### config.mk
export PLATFORM = sky130hd
export DESIGN_NAME = rod_cutting_dp_flat
export DESIGN_NICKNAME = d
export VERILOG_FILES = /design/src/rtl/rcd_pkg.sv /design/src/rtl/rcd_if.sv /design/src/rtl/rod_cutting_dp.sv /design/src/flat_wrapper.sv
export SDC_FILE = /design/constraint.sdc
export NUM_CORES = 2
export LEC_CHECK = 0
export ABC_AREA = 1
export BUFFER_PORTS_ARGS = -buffer_cell sky130_fd_sc_hd__buf_2
export CORE_MARGIN = 4
export CORE_UTILIZATION = 25
export DETAILED_ROUTE_END_ITERATION = 10
export PLACE_DENSITY = 0.4
export SETUP_SLACK_MARGIN = 0.02
export SLEW_MARGIN = 0
export SYNTH_ARGS = -nofsm -noshare
export SYNTH_HDL_FRONTEND = slang
export SYNTH_SLANG_ARGS = --single-unit
export TNS_END_PERCENT = 20
### constraint.sdc
create_clock -name clk -period 6.53 [get_ports clk]
set_clock_uncertainty 0.1 [all_clocks]
set_input_delay 1.959 -clock clk [delete_from_list [all_inputs] [get_ports clk]]
set_output_delay 1.959 -clock clk [all_outputs]
set_load 0.01 [all_outputs]
### src/rtl/rcd_pkg.sv
package rcd_pkg;

	// Fixed field widths of the channels
	localparam int PRICE_W   = 16;
	localparam int PIECE_W   = 6;
	localparam int REV_OUT_W = 21;

endpackage

### src/rtl/rcd_if.sv
interface rcd_price_if;
	import rcd_pkg::*;

	logic               valid;
	logic               ready;
	logic [PRICE_W-1:0] price;
	logic               last_price;

	modport source (output valid, price, last_price, input ready);
	modport sink   (input valid, price, last_price, output ready);
endinterface

interface rcd_piece_if;
	import rcd_pkg::*;

	logic                 valid;
	logic                 ready;
	logic [PIECE_W-1:0]   piece_length;
	logic [REV_OUT_W-1:0] best_revenue;
	logic                 last_piece;

	modport source (output valid, piece_length, best_revenue, last_piece, input ready);
	modport sink   (input valid, piece_length, best_revenue, last_piece, output ready);
endinterface

### src/rtl/rod_cutting_dp.sv
// Rod cutting solver. Prices for piece lengths 1, 2, 3, ... arrive one beat each on
// "prices"; the beat flagged last_price closes the load and its position (capped at
// MAX_LEN, later prices are dropped) is the rod length n. Loading accepts one beat per
// cycle. The block then fills a revenue/first-cut table for every length 1..n on one
// shared compare-add unit fed by two single-read memories with registered reads:
// length L issues one read pair per cut 1..L and then a write-back step; during the
// solve no price is accepted. It then walks the first-cut table from n down, emitting
// one beat per piece on "pieces" (a table read, then an output step that waits for a
// free output register), each with the total best revenue; last_piece flags the final
// piece. On equal revenue the smaller first piece wins. A fresh load may start as soon
// as the final piece sits in the output register.
module rod_cutting_dp #(
	parameter int MAX_LEN    = 32,
	parameter int PRICE_BITS = 16
) (
	input  logic         clk,
	input  logic         arst_n,
	rcd_price_if.sink    prices,
	rcd_piece_if.source  pieces
);
	import rcd_pkg::*;

	localparam int CNT_W = $clog2(MAX_LEN + 1);
	localparam int PA_W  = (MAX_LEN > 1) ? $clog2(MAX_LEN) : 1;
	localparam int REV_W = PRICE_BITS + CNT_W;

	localparam logic [2:0] ST_LOAD     = 3'd0;
	localparam logic [2:0] ST_SOLVE    = 3'd1;
	localparam logic [2:0] ST_WB       = 3'd2;
	localparam logic [2:0] ST_EMIT_RD  = 3'd3;
	localparam logic [2:0] ST_EMIT_DAT = 3'd4;

	localparam logic [CNT_W-1:0] CNT_ONE = CNT_W'(1);
	localparam logic [CNT_W-1:0] CNT_MAX = CNT_W'(MAX_LEN);

	// Memories: prices by length-1, and per-length best revenue with its first cut
	logic [PRICE_BITS-1:0] price_mem [MAX_LEN];
	logic [REV_W-1:0]      rev_mem   [MAX_LEN+1];
	logic [CNT_W-1:0]      cut_mem   [MAX_LEN+1];

	logic [2:0]            state_q;
	logic [CNT_W-1:0]      count_q;
	logic [CNT_W-1:0]      n_q;
	logic [CNT_W-1:0]      len_q;
	logic [CNT_W-1:0]      cut_q;
	logic [CNT_W-1:0]      rem_q;
	logic [REV_W-1:0]      best_q;
	logic [CNT_W-1:0]      bcut_q;
	logic [REV_W-1:0]      total_q;

	logic [PRICE_BITS-1:0] price_rd_q;
	logic [REV_W-1:0]      rev_rd_q;
	logic [CNT_W-1:0]      cut_rd_q;

	// Compare stage, in the cycle after the read issue
	logic                  valid_s1;
	logic                  first_s1;
	logic                  last_s1;
	logic                  zero_s1;
	logic [CNT_W-1:0]      cut_s1;

	logic                  out_valid_q;
	logic [PIECE_W-1:0]    out_piece_q;
	logic [REV_OUT_W-1:0]  out_rev_q;
	logic                  out_last_q;

	logic                  in_fire;
	logic                  out_free;
	logic                  store_en;
	logic [CNT_W-1:0]      n_next;
	logic                  tbl_rd_en;
	logic [CNT_W-1:0]      tbl_rd_addr;
	logic [REV_W-1:0]      cand;
	logic                  take;
	logic [REV_W-1:0]      new_best;
	logic [CNT_W-1:0]      new_cut;
	logic                  wb_en;
	logic [CNT_W-1:0]      piece;
	logic [CNT_W-1:0]      rem_next;
	logic                  emit_go;

	assign prices.ready = (state_q == ST_LOAD);
	assign in_fire      = prices.valid && prices.ready;
	assign out_free     = !out_valid_q || pieces.ready;

	// Drop prices once the store is full; the count saturates
	assign store_en = in_fire && (count_q < CNT_MAX);
	assign n_next   = store_en ? count_q + CNT_ONE : count_q;

	assign tbl_rd_en   = (state_q == ST_SOLVE) || (state_q == ST_EMIT_RD);
	assign tbl_rd_addr = (state_q == ST_SOLVE) ? len_q - cut_q : rem_q;

	// Candidate: price of first piece plus best revenue of the remainder (zero rod is free)
	assign cand     = REV_W'(price_rd_q) + (zero_s1 ? '0 : rev_rd_q);
	assign take     = first_s1 || (cand > best_q);
	assign new_best = take ? cand : best_q;
	assign new_cut  = take ? cut_s1 : bcut_q;
	assign wb_en    = valid_s1 && last_s1;

	// Next piece of the plan; fall back to the whole remainder on a bad entry
	assign piece    = (cut_rd_q == '0 || cut_rd_q > rem_q) ? rem_q : cut_rd_q;
	assign rem_next = rem_q - piece;
	assign emit_go  = (state_q == ST_EMIT_DAT) && out_free;

	always_ff @(posedge clk) begin
		if (store_en) begin
			price_mem[count_q[PA_W-1:0]] <= PRICE_BITS'(prices.price);
		end
		if (state_q == ST_SOLVE) begin
			price_rd_q <= price_mem[PA_W'(cut_q - CNT_ONE)];
		end
	end

	always_ff @(posedge clk) begin
		if (wb_en) begin
			rev_mem[len_q] <= new_best;
			cut_mem[len_q] <= new_cut;
		end
		if (tbl_rd_en) begin
			rev_rd_q <= rev_mem[tbl_rd_addr];
			cut_rd_q <= cut_mem[tbl_rd_addr];
		end
	end

	// Running best within one length; hold the total of the last length written
	always_ff @(posedge clk) begin
		if (valid_s1) begin
			best_q <= new_best;
			bcut_q <= new_cut;
		end
		if (wb_en) begin
			total_q <= new_best;
		end
	end

	always_ff @(posedge clk or negedge arst_n) begin
		if (!arst_n) begin
			state_q  <= ST_LOAD;
			count_q  <= '0;
			n_q      <= '0;
			len_q    <= '0;
			cut_q    <= '0;
			rem_q    <= '0;
			valid_s1 <= 1'b0;
			first_s1 <= 1'b0;
			last_s1  <= 1'b0;
			zero_s1  <= 1'b0;
			cut_s1   <= '0;
		end else begin
			valid_s1 <= (state_q == ST_SOLVE);
			first_s1 <= (cut_q == CNT_ONE);
			last_s1  <= (cut_q == len_q);
			zero_s1  <= (cut_q == len_q);
			cut_s1   <= cut_q;
			case (state_q)
				ST_LOAD: begin
					if (in_fire) begin
						if (prices.last_price) begin
							n_q     <= n_next;
							count_q <= '0;
							len_q   <= CNT_ONE;
							cut_q   <= CNT_ONE;
							state_q <= ST_SOLVE;
						end else begin
							count_q <= n_next;
						end
					end
				end
				ST_SOLVE: begin
					// Issue one read pair per cut; bubble for write-back after the last
					if (cut_q == len_q) begin
						state_q <= ST_WB;
					end else begin
						cut_q <= cut_q + CNT_ONE;
					end
				end
				ST_WB: begin
					if (len_q == n_q) begin
						rem_q   <= n_q;
						state_q <= ST_EMIT_RD;
					end else begin
						len_q   <= len_q + CNT_ONE;
						cut_q   <= CNT_ONE;
						state_q <= ST_SOLVE;
					end
				end
				ST_EMIT_RD: begin
					state_q <= ST_EMIT_DAT;
				end
				ST_EMIT_DAT: begin
					if (emit_go) begin
						rem_q   <= rem_next;
						state_q <= (rem_next == '0) ? ST_LOAD : ST_EMIT_RD;
					end
				end
				default: begin
					state_q <= ST_LOAD;
				end
			endcase
		end
	end

	// Output register: parts the solver from a stalled sink
	always_ff @(posedge clk or negedge arst_n) begin
		if (!arst_n) begin
			out_valid_q <= 1'b0;
		end else if (emit_go) begin
			out_valid_q <= 1'b1;
		end else if (pieces.ready) begin
			out_valid_q <= 1'b0;
		end
	end

	always_ff @(posedge clk) begin
		if (emit_go) begin
			out_piece_q <= PIECE_W'(piece);
			out_rev_q   <= REV_OUT_W'(total_q);
			out_last_q  <= (rem_next == '0);
		end
	end

	assign pieces.valid        = out_valid_q;
	assign pieces.piece_length = out_piece_q;
	assign pieces.best_revenue = out_rev_q;
	assign pieces.last_piece   = out_last_q;

endmodule
### src/flat_wrapper.sv
// flat-port wrapper written by rule: the top's interface ports become plain ports
module rod_cutting_dp_flat import rcd_pkg::*;
#(
	parameter int MAX_LEN    = 32,
	parameter int PRICE_BITS = 16
)
  (clk, arst_n, prices_valid, prices_price, prices_last_price, prices_ready, pieces_valid, pieces_piece_length, pieces_best_revenue, pieces_last_piece, pieces_ready);
  rcd_price_if prices_i ();
  rcd_piece_if pieces_i ();
  input  logic clk;
  input  logic arst_n;
  input wire logic [$bits(prices_i.valid)-1:0] prices_valid;
  input wire logic [$bits(prices_i.price)-1:0] prices_price;
  input wire logic [$bits(prices_i.last_price)-1:0] prices_last_price;
  output wire logic [$bits(prices_i.ready)-1:0] prices_ready;
  output wire logic [$bits(pieces_i.valid)-1:0] pieces_valid;
  output wire logic [$bits(pieces_i.piece_length)-1:0] pieces_piece_length;
  output wire logic [$bits(pieces_i.best_revenue)-1:0] pieces_best_revenue;
  output wire logic [$bits(pieces_i.last_piece)-1:0] pieces_last_piece;
  input wire logic [$bits(pieces_i.ready)-1:0] pieces_ready;
  assign prices_i.valid = prices_valid;
  assign prices_i.price = prices_price;
  assign prices_i.last_price = prices_last_price;
  assign prices_ready = prices_i.ready;
  assign pieces_valid = pieces_i.valid;
  assign pieces_piece_length = pieces_i.piece_length;
  assign pieces_best_revenue = pieces_i.best_revenue;
  assign pieces_last_piece = pieces_i.last_piece;
  assign pieces_i.ready = pieces_ready;
  rod_cutting_dp #(.MAX_LEN(MAX_LEN), .PRICE_BITS(PRICE_BITS)) u_core (.clk(clk), .arst_n(arst_n), .prices(prices_i), .pieces(pieces_i));
endmodule
### Yosys cells after proc, flatten, opt, wreduce, memory -nomap -nowiden

Memories as Yosys holds them, arrays and structs flattened. A register that Yosys moved wholly into a read port is not among the register bits.
Cells that the tools add are included.

| operators by class | value |
|---|---|
| add/sub/neg operators | 7 |
| order comparisons | 3 |
| muxes and demuxes | 30 |
| reductions and logical operators | 22 |
| equality and inequality tests | 14 |

Operators with widths:

| kind | number |
|---|---|
| $mux 6 | 12 |
| $mux 22 | 2 |
| $pmux 6 s2 | 2 |
| $add 16x22->22 | 1 |
| $gt 22x22->1 | 1 |
| $add 6x1->6 const B | 3 |
| $pmux 6 s3 | 1 |
| $pmux 3 s5 | 1 |
| $eq 6x6->1 | 2 |
| $logic_not 6->1 | 2 |
| $mux 3 | 4 |
| $sub 6x6->6 | 2 |
| $ne 2x2->1 const B | 5 |
| $reduce_and 4->1 | 2 |
| $eq 3x2->1 const B | 2 |
| $eq 6x1->1 const B | 1 |
| $gt 6x6->1 | 1 |
| $lt 6x6->1 const B | 1 |
| $mux 1 | 6 |
| $reduce_and 3->1 | 2 |
| $reduce_bool 2->1 | 3 |
| $reduce_and 5->1 | 1 |
| $sub 5x1->5 const B | 1 |
| $logic_and 1x1->1 | 4 |
| 9 further kinds | 14 |

| storage, ports and cells | value |
|---|---|
| bits in registers | 120 |
| memories | 3 |
| memory bits (writable) | 1436 |
| word-level logic and storage cells | 96 |
| output and inout port bits | 30 |

Memory list:

| memory | depth | bits a word | read ports | clocked after memory_dff | write ports | RTL line | source |
|---|---|---|---|---|---|---|---|
| u_core.rev_mem | 33 | 22 | 1 | 1 | 1 | rod_cutting_dp.sv:38 | `logic [REV_W-1:0] rev_mem [MAX_LEN+1];` |
| u_core.price_mem | 32 | 16 | 1 | 1 | 1 | rod_cutting_dp.sv:37 | `logic [PRICE_BITS-1:0] price_mem [MAX_LEN];` |
| u_core.cut_mem | 33 | 6 | 1 | 1 | 1 | rod_cutting_dp.sv:39 | `logic [CNT_W-1:0] cut_mem [MAX_LEN+1];` |

### Longest topological paths before layout

| logic depth | value |
|---|---|
| depth in word-level cells | 8 |
| gate-level depth with buffers | 26 |
| gate-level depth less buffers | 25 |

### Least setup slack after synthesis

OpenSTA, ideal clock, no wires.

| timing path | value |
|---|---|
| kind | reg2reg |
| start | reg, netlist name u_core.last_s1 |
| end | reg u_core.best_q[2], data pin |
| data arrival time | 5041 ps |
| required time | 5953 ps |
| stages on the path, launching flop included | 24 |
| setup time | 477 ps |
| slack | 912 ps |
| period minus slack after synthesis | 5618 ps |
| cells stage by stage | dfrtp_1 > clkbuf_1 > clkbuf_1 > nor2_1 > ha_1 > inv_1 > fa_1 > inv_1 > nand3_1 > nand2_1 > a21oi_1 > o21ai_0 > nand3_1 > nand2_1 > nand2_1 > nand2_1 > nand2_1 > ha_1 > nand4_1 > nor3_1 > nand2_1 > a21o_1 > clkbuf_1 > o21ai_0 |

RTL lines:

| what | RTL line | source |
|---|---|---|
| end signal, assigned | rod_cutting_dp.sv:128 | `best_q <= new_best;` |
| end, declared | rod_cutting_dp.sv:47 | `logic [REV_W-1:0] best_q;` |

==> run metrics <==
FF-to-FF Start u_core.last_s1; Crit path max-delay family compound AO/OA/AOI/OAI gates; Final Hold Fails 0; top cells by area, synth edfxtp_1, nand2_1, nand3_1; CP Data Required Time 6880 ps; Setup Fix Bufs, Post-CTS 0; number of synthesized register bits 1600; Die X 527 µm; antenna violations before repair 13; GR met2 Demand/Resource 26.9%; clk slew on worst S/H paths ~60 ps; Yosys top cell by area edfxtp_1; H-tree level count 4; r2r setup slk about 1000 ps; Final ANT Viol Nets 0; CP Class register to register; ys flop type edfxtp_1; crit path from u_core.last_s1; # Max-Cap Violations 0; RSZ-0062 raised after global routing no; RePlAce Congestion approximately 0.84; CP arrival 5850 ps; hold_ws 372 ps; Setup violations, final 0; PortBufs 50; Avg WL per Cell 24.7 µm; vias in the first global route 41700; hold path cells 0; Via Count approximately 43000; Hold Path Sink u_core.pieces.best_revenue[18]; Setup TNS 0 ps; CTS tree built; CP max FO 40; transition time at the pin with the least slew margin approximately 1300 ps; type of element capturing the critical path register; Post-Syn Area 0.0672 mm²; outcome finished clean; syn avg cell area 11.8 µm²; cts-stage hold buffer count 0; Vias/cell 4.60; sequential fraction of the synthesis area 71.1%; r2r worst-path depth 19; synthesis warning total 0; router iterations before antenna repair 6; Hold Startpoint u_core.total_q[18]; Post-Syn Instances 5678; met1 GRT Util roughly 22%; grt total ovfl 0; reg2reg end u_core.rev_mem[8][13]; GRT met3 Usage approximately 2.8%; dpl hpwl 127000 µm; nets@finish approximately 5800; core area 0.268 mm²; post-cts sizing count 0; Layout area overhead 15.8%; clock latency on the worst-skew pair 820 ps; Core Rows 190; slowest cell on the critical path a21o_4; top-area cell type share of the netlist area a little over two thirds; Synth Net Count 5764; critical path's most frequent cell nand3_1; 1st-iter DRT viols 3801; first-pass GRT wire length between 300000 and 400000 µm; CTS Buf Count 173; I/O pins 51; CTS root buf clkbuf_16; Tmin final between 5000 and 6000 ps; Non-Filler Instances about 9400; Peak Freq roughly 0.18 GHz; Longest Clk Path Bufs 3; Final period util 84.2%; worst rel slew slack 14.9%; Post-synth ARST share under 10%; GR peak layer met2; Placement Cell Area a little over 0.07 mm²; critical path's largest stage delay 660 ps; crit path launch type register; max-slew violations 0; Clock Sinks 1600; Yosys cell types 39; height of the die 527 µm; Placed Instances 9110; DRC violations left 0; Die ar. 0.277 mm²; largest net degree at the start of global routing approximately 170; gr usage total between 10% and 20%; total routed wirelength 233000 µm; CP bufs+invs 2; initial core utilization 25.1%; Critical Path, Cell by Cell nor2_1 > ha_1 > inv_1 > fa_1 > inv_1 > nand3_1 > nand2_1 > a21oi_1 > o21ai_0 > a21oi_1 > xnor2_1 > ha_1 > nand4_1 > nor3_1 > nand3_1 > nand3_1 > a21o_4 > nand2_1 > o21ai_4; Worst Hold Class register to register; final instance area 0.0779 mm²; number of flops mapped to enable cells by yosys 1557; share of cells above drive strength 1 8.79%
==> cell families after synthesis <==
logic type / synth area share [%]
compound gates: 5.70
xor+xnor: 0.467
fa+ha+maj: 1.24
buf+inv: 5.06
flops: 71.1
mux: 1.19
simple gates: 15.2
==> cells in the mapped netlist (9+ instances only) <==
cell and number:
edfxtp_1 1557, nand2_1 1354, nand3_1 654, inv_1 524, nor2_1 391, o21ai_0 237
o211ai_1 158, buf_2 146, clkbuf_1 135, mux2i_1 80, ha_1 62, o221ai_1 57
o32ai_1 48, dfrtp_1 43, a21oi_1 41, nand3b_1 30, o22ai_1 29, buf_1 20
xor2_1 18, xnor2_1 16, nand4_1 12, buf_4 11, nor3_1 11, o21ai_1 10
inv_2 9
==> stage by stage <==
step                      utilization [%]  setup WS, ps
after detailed placement             27.0          1120
final                                29.1          1030
after global placement               27.0           980
after floorplan                         -           912
after CTS                            29.1          1080
after global routing                 29.1           671
==> how the worst max path moves through the flow <==
stage,slack [ps],to,cells after the start
after floorplan,910,u_core.best_q[2],23
after global placement,980,u_core.rev_mem[10][13],21
after detailed placement,1120,u_core.rev_mem[8][5],19
after CTS,1080,u_core.rev_mem[29][13],21
after global routing,670,u_core.rev_mem[4][13],21
final,1030,u_core.rev_mem[8][13],19
==> metal layers <==
metal / share of wire (%) / vias to the layer above
li1: - / 20000
met1: 45 / 22000
met2: 47 / 1075
met3: 4.9 / 292
met4: 3.0 / 8
met5: 0.019 / -
==> sequential cells by signal, indices dropped and copies added, names as in the netlist, 16 cells and up <==
register / flops
u_core.cut_mem: 198
u_core.rev_rd_q: 22
u_core.rev_mem: 726
u_core.price_mem: 512
u_core.best_q: 22
u_core.total_q: 21
u_core.pieces.best_revenue: 21
u_core.price_rd_q: 16
==> cells in the final DEF (no fill, tap or decap), types with 7 or more instances in the layout <==
master and n:
a21oi_1 40, buf_12 18, buf_2 50, buf_4 124
bufinv_16 9, clkbuf_1 47, clkbuf_16 174, clkinv_1 30
clkinv_2 27, clkinvlp_4 7, dfrtp_1 42, diode_2 8
edfxtp_1 1557, ha_1 61, inv_1 521, inv_2 8
inv_6 7, mux2i_1 80, nand2_1 1352, nand3_1 654
nand3b_1 30, nand4_1 12, nor2_1 351, nor2_2 8
nor2_4 33, nor3_1 8, o211ai_1 158, o21ai_0 218
o21ai_1 10, o21ai_4 21, o221ai_1 57, o22ai_1 29
o32ai_1 48, xnor2_1 16, xor2_1 17
==> cell type report <==
type | instances | area (µm²)
inverter | 535 | 2030
multi-input combinational | 3231 | 16600
tap | 3552 | 4440
fill | 27400 | 190000
antenna | 8 | 20.0
sequential | 1600 | 47800
timing repair buffer | 192 | 1540
clock buffer | 226 | 4600
clock inverter | 85 | 833
==> worst register-to-register path, delay by kind of cell, from the launching register on <==
kind                       cells  cell delay (ps)
AOI/OAI and AO/OA              5             1820
xor gates and xnor gates       1              190
adders and majority gates      3              950
buffers and inverters          2              160
DFF                            1              550
and+or+nand+nor                8             1340
Power is left out: the tool's default activity adds up to more than one toggle a clock period on the data nets, which glitch-free logic cannot reach.
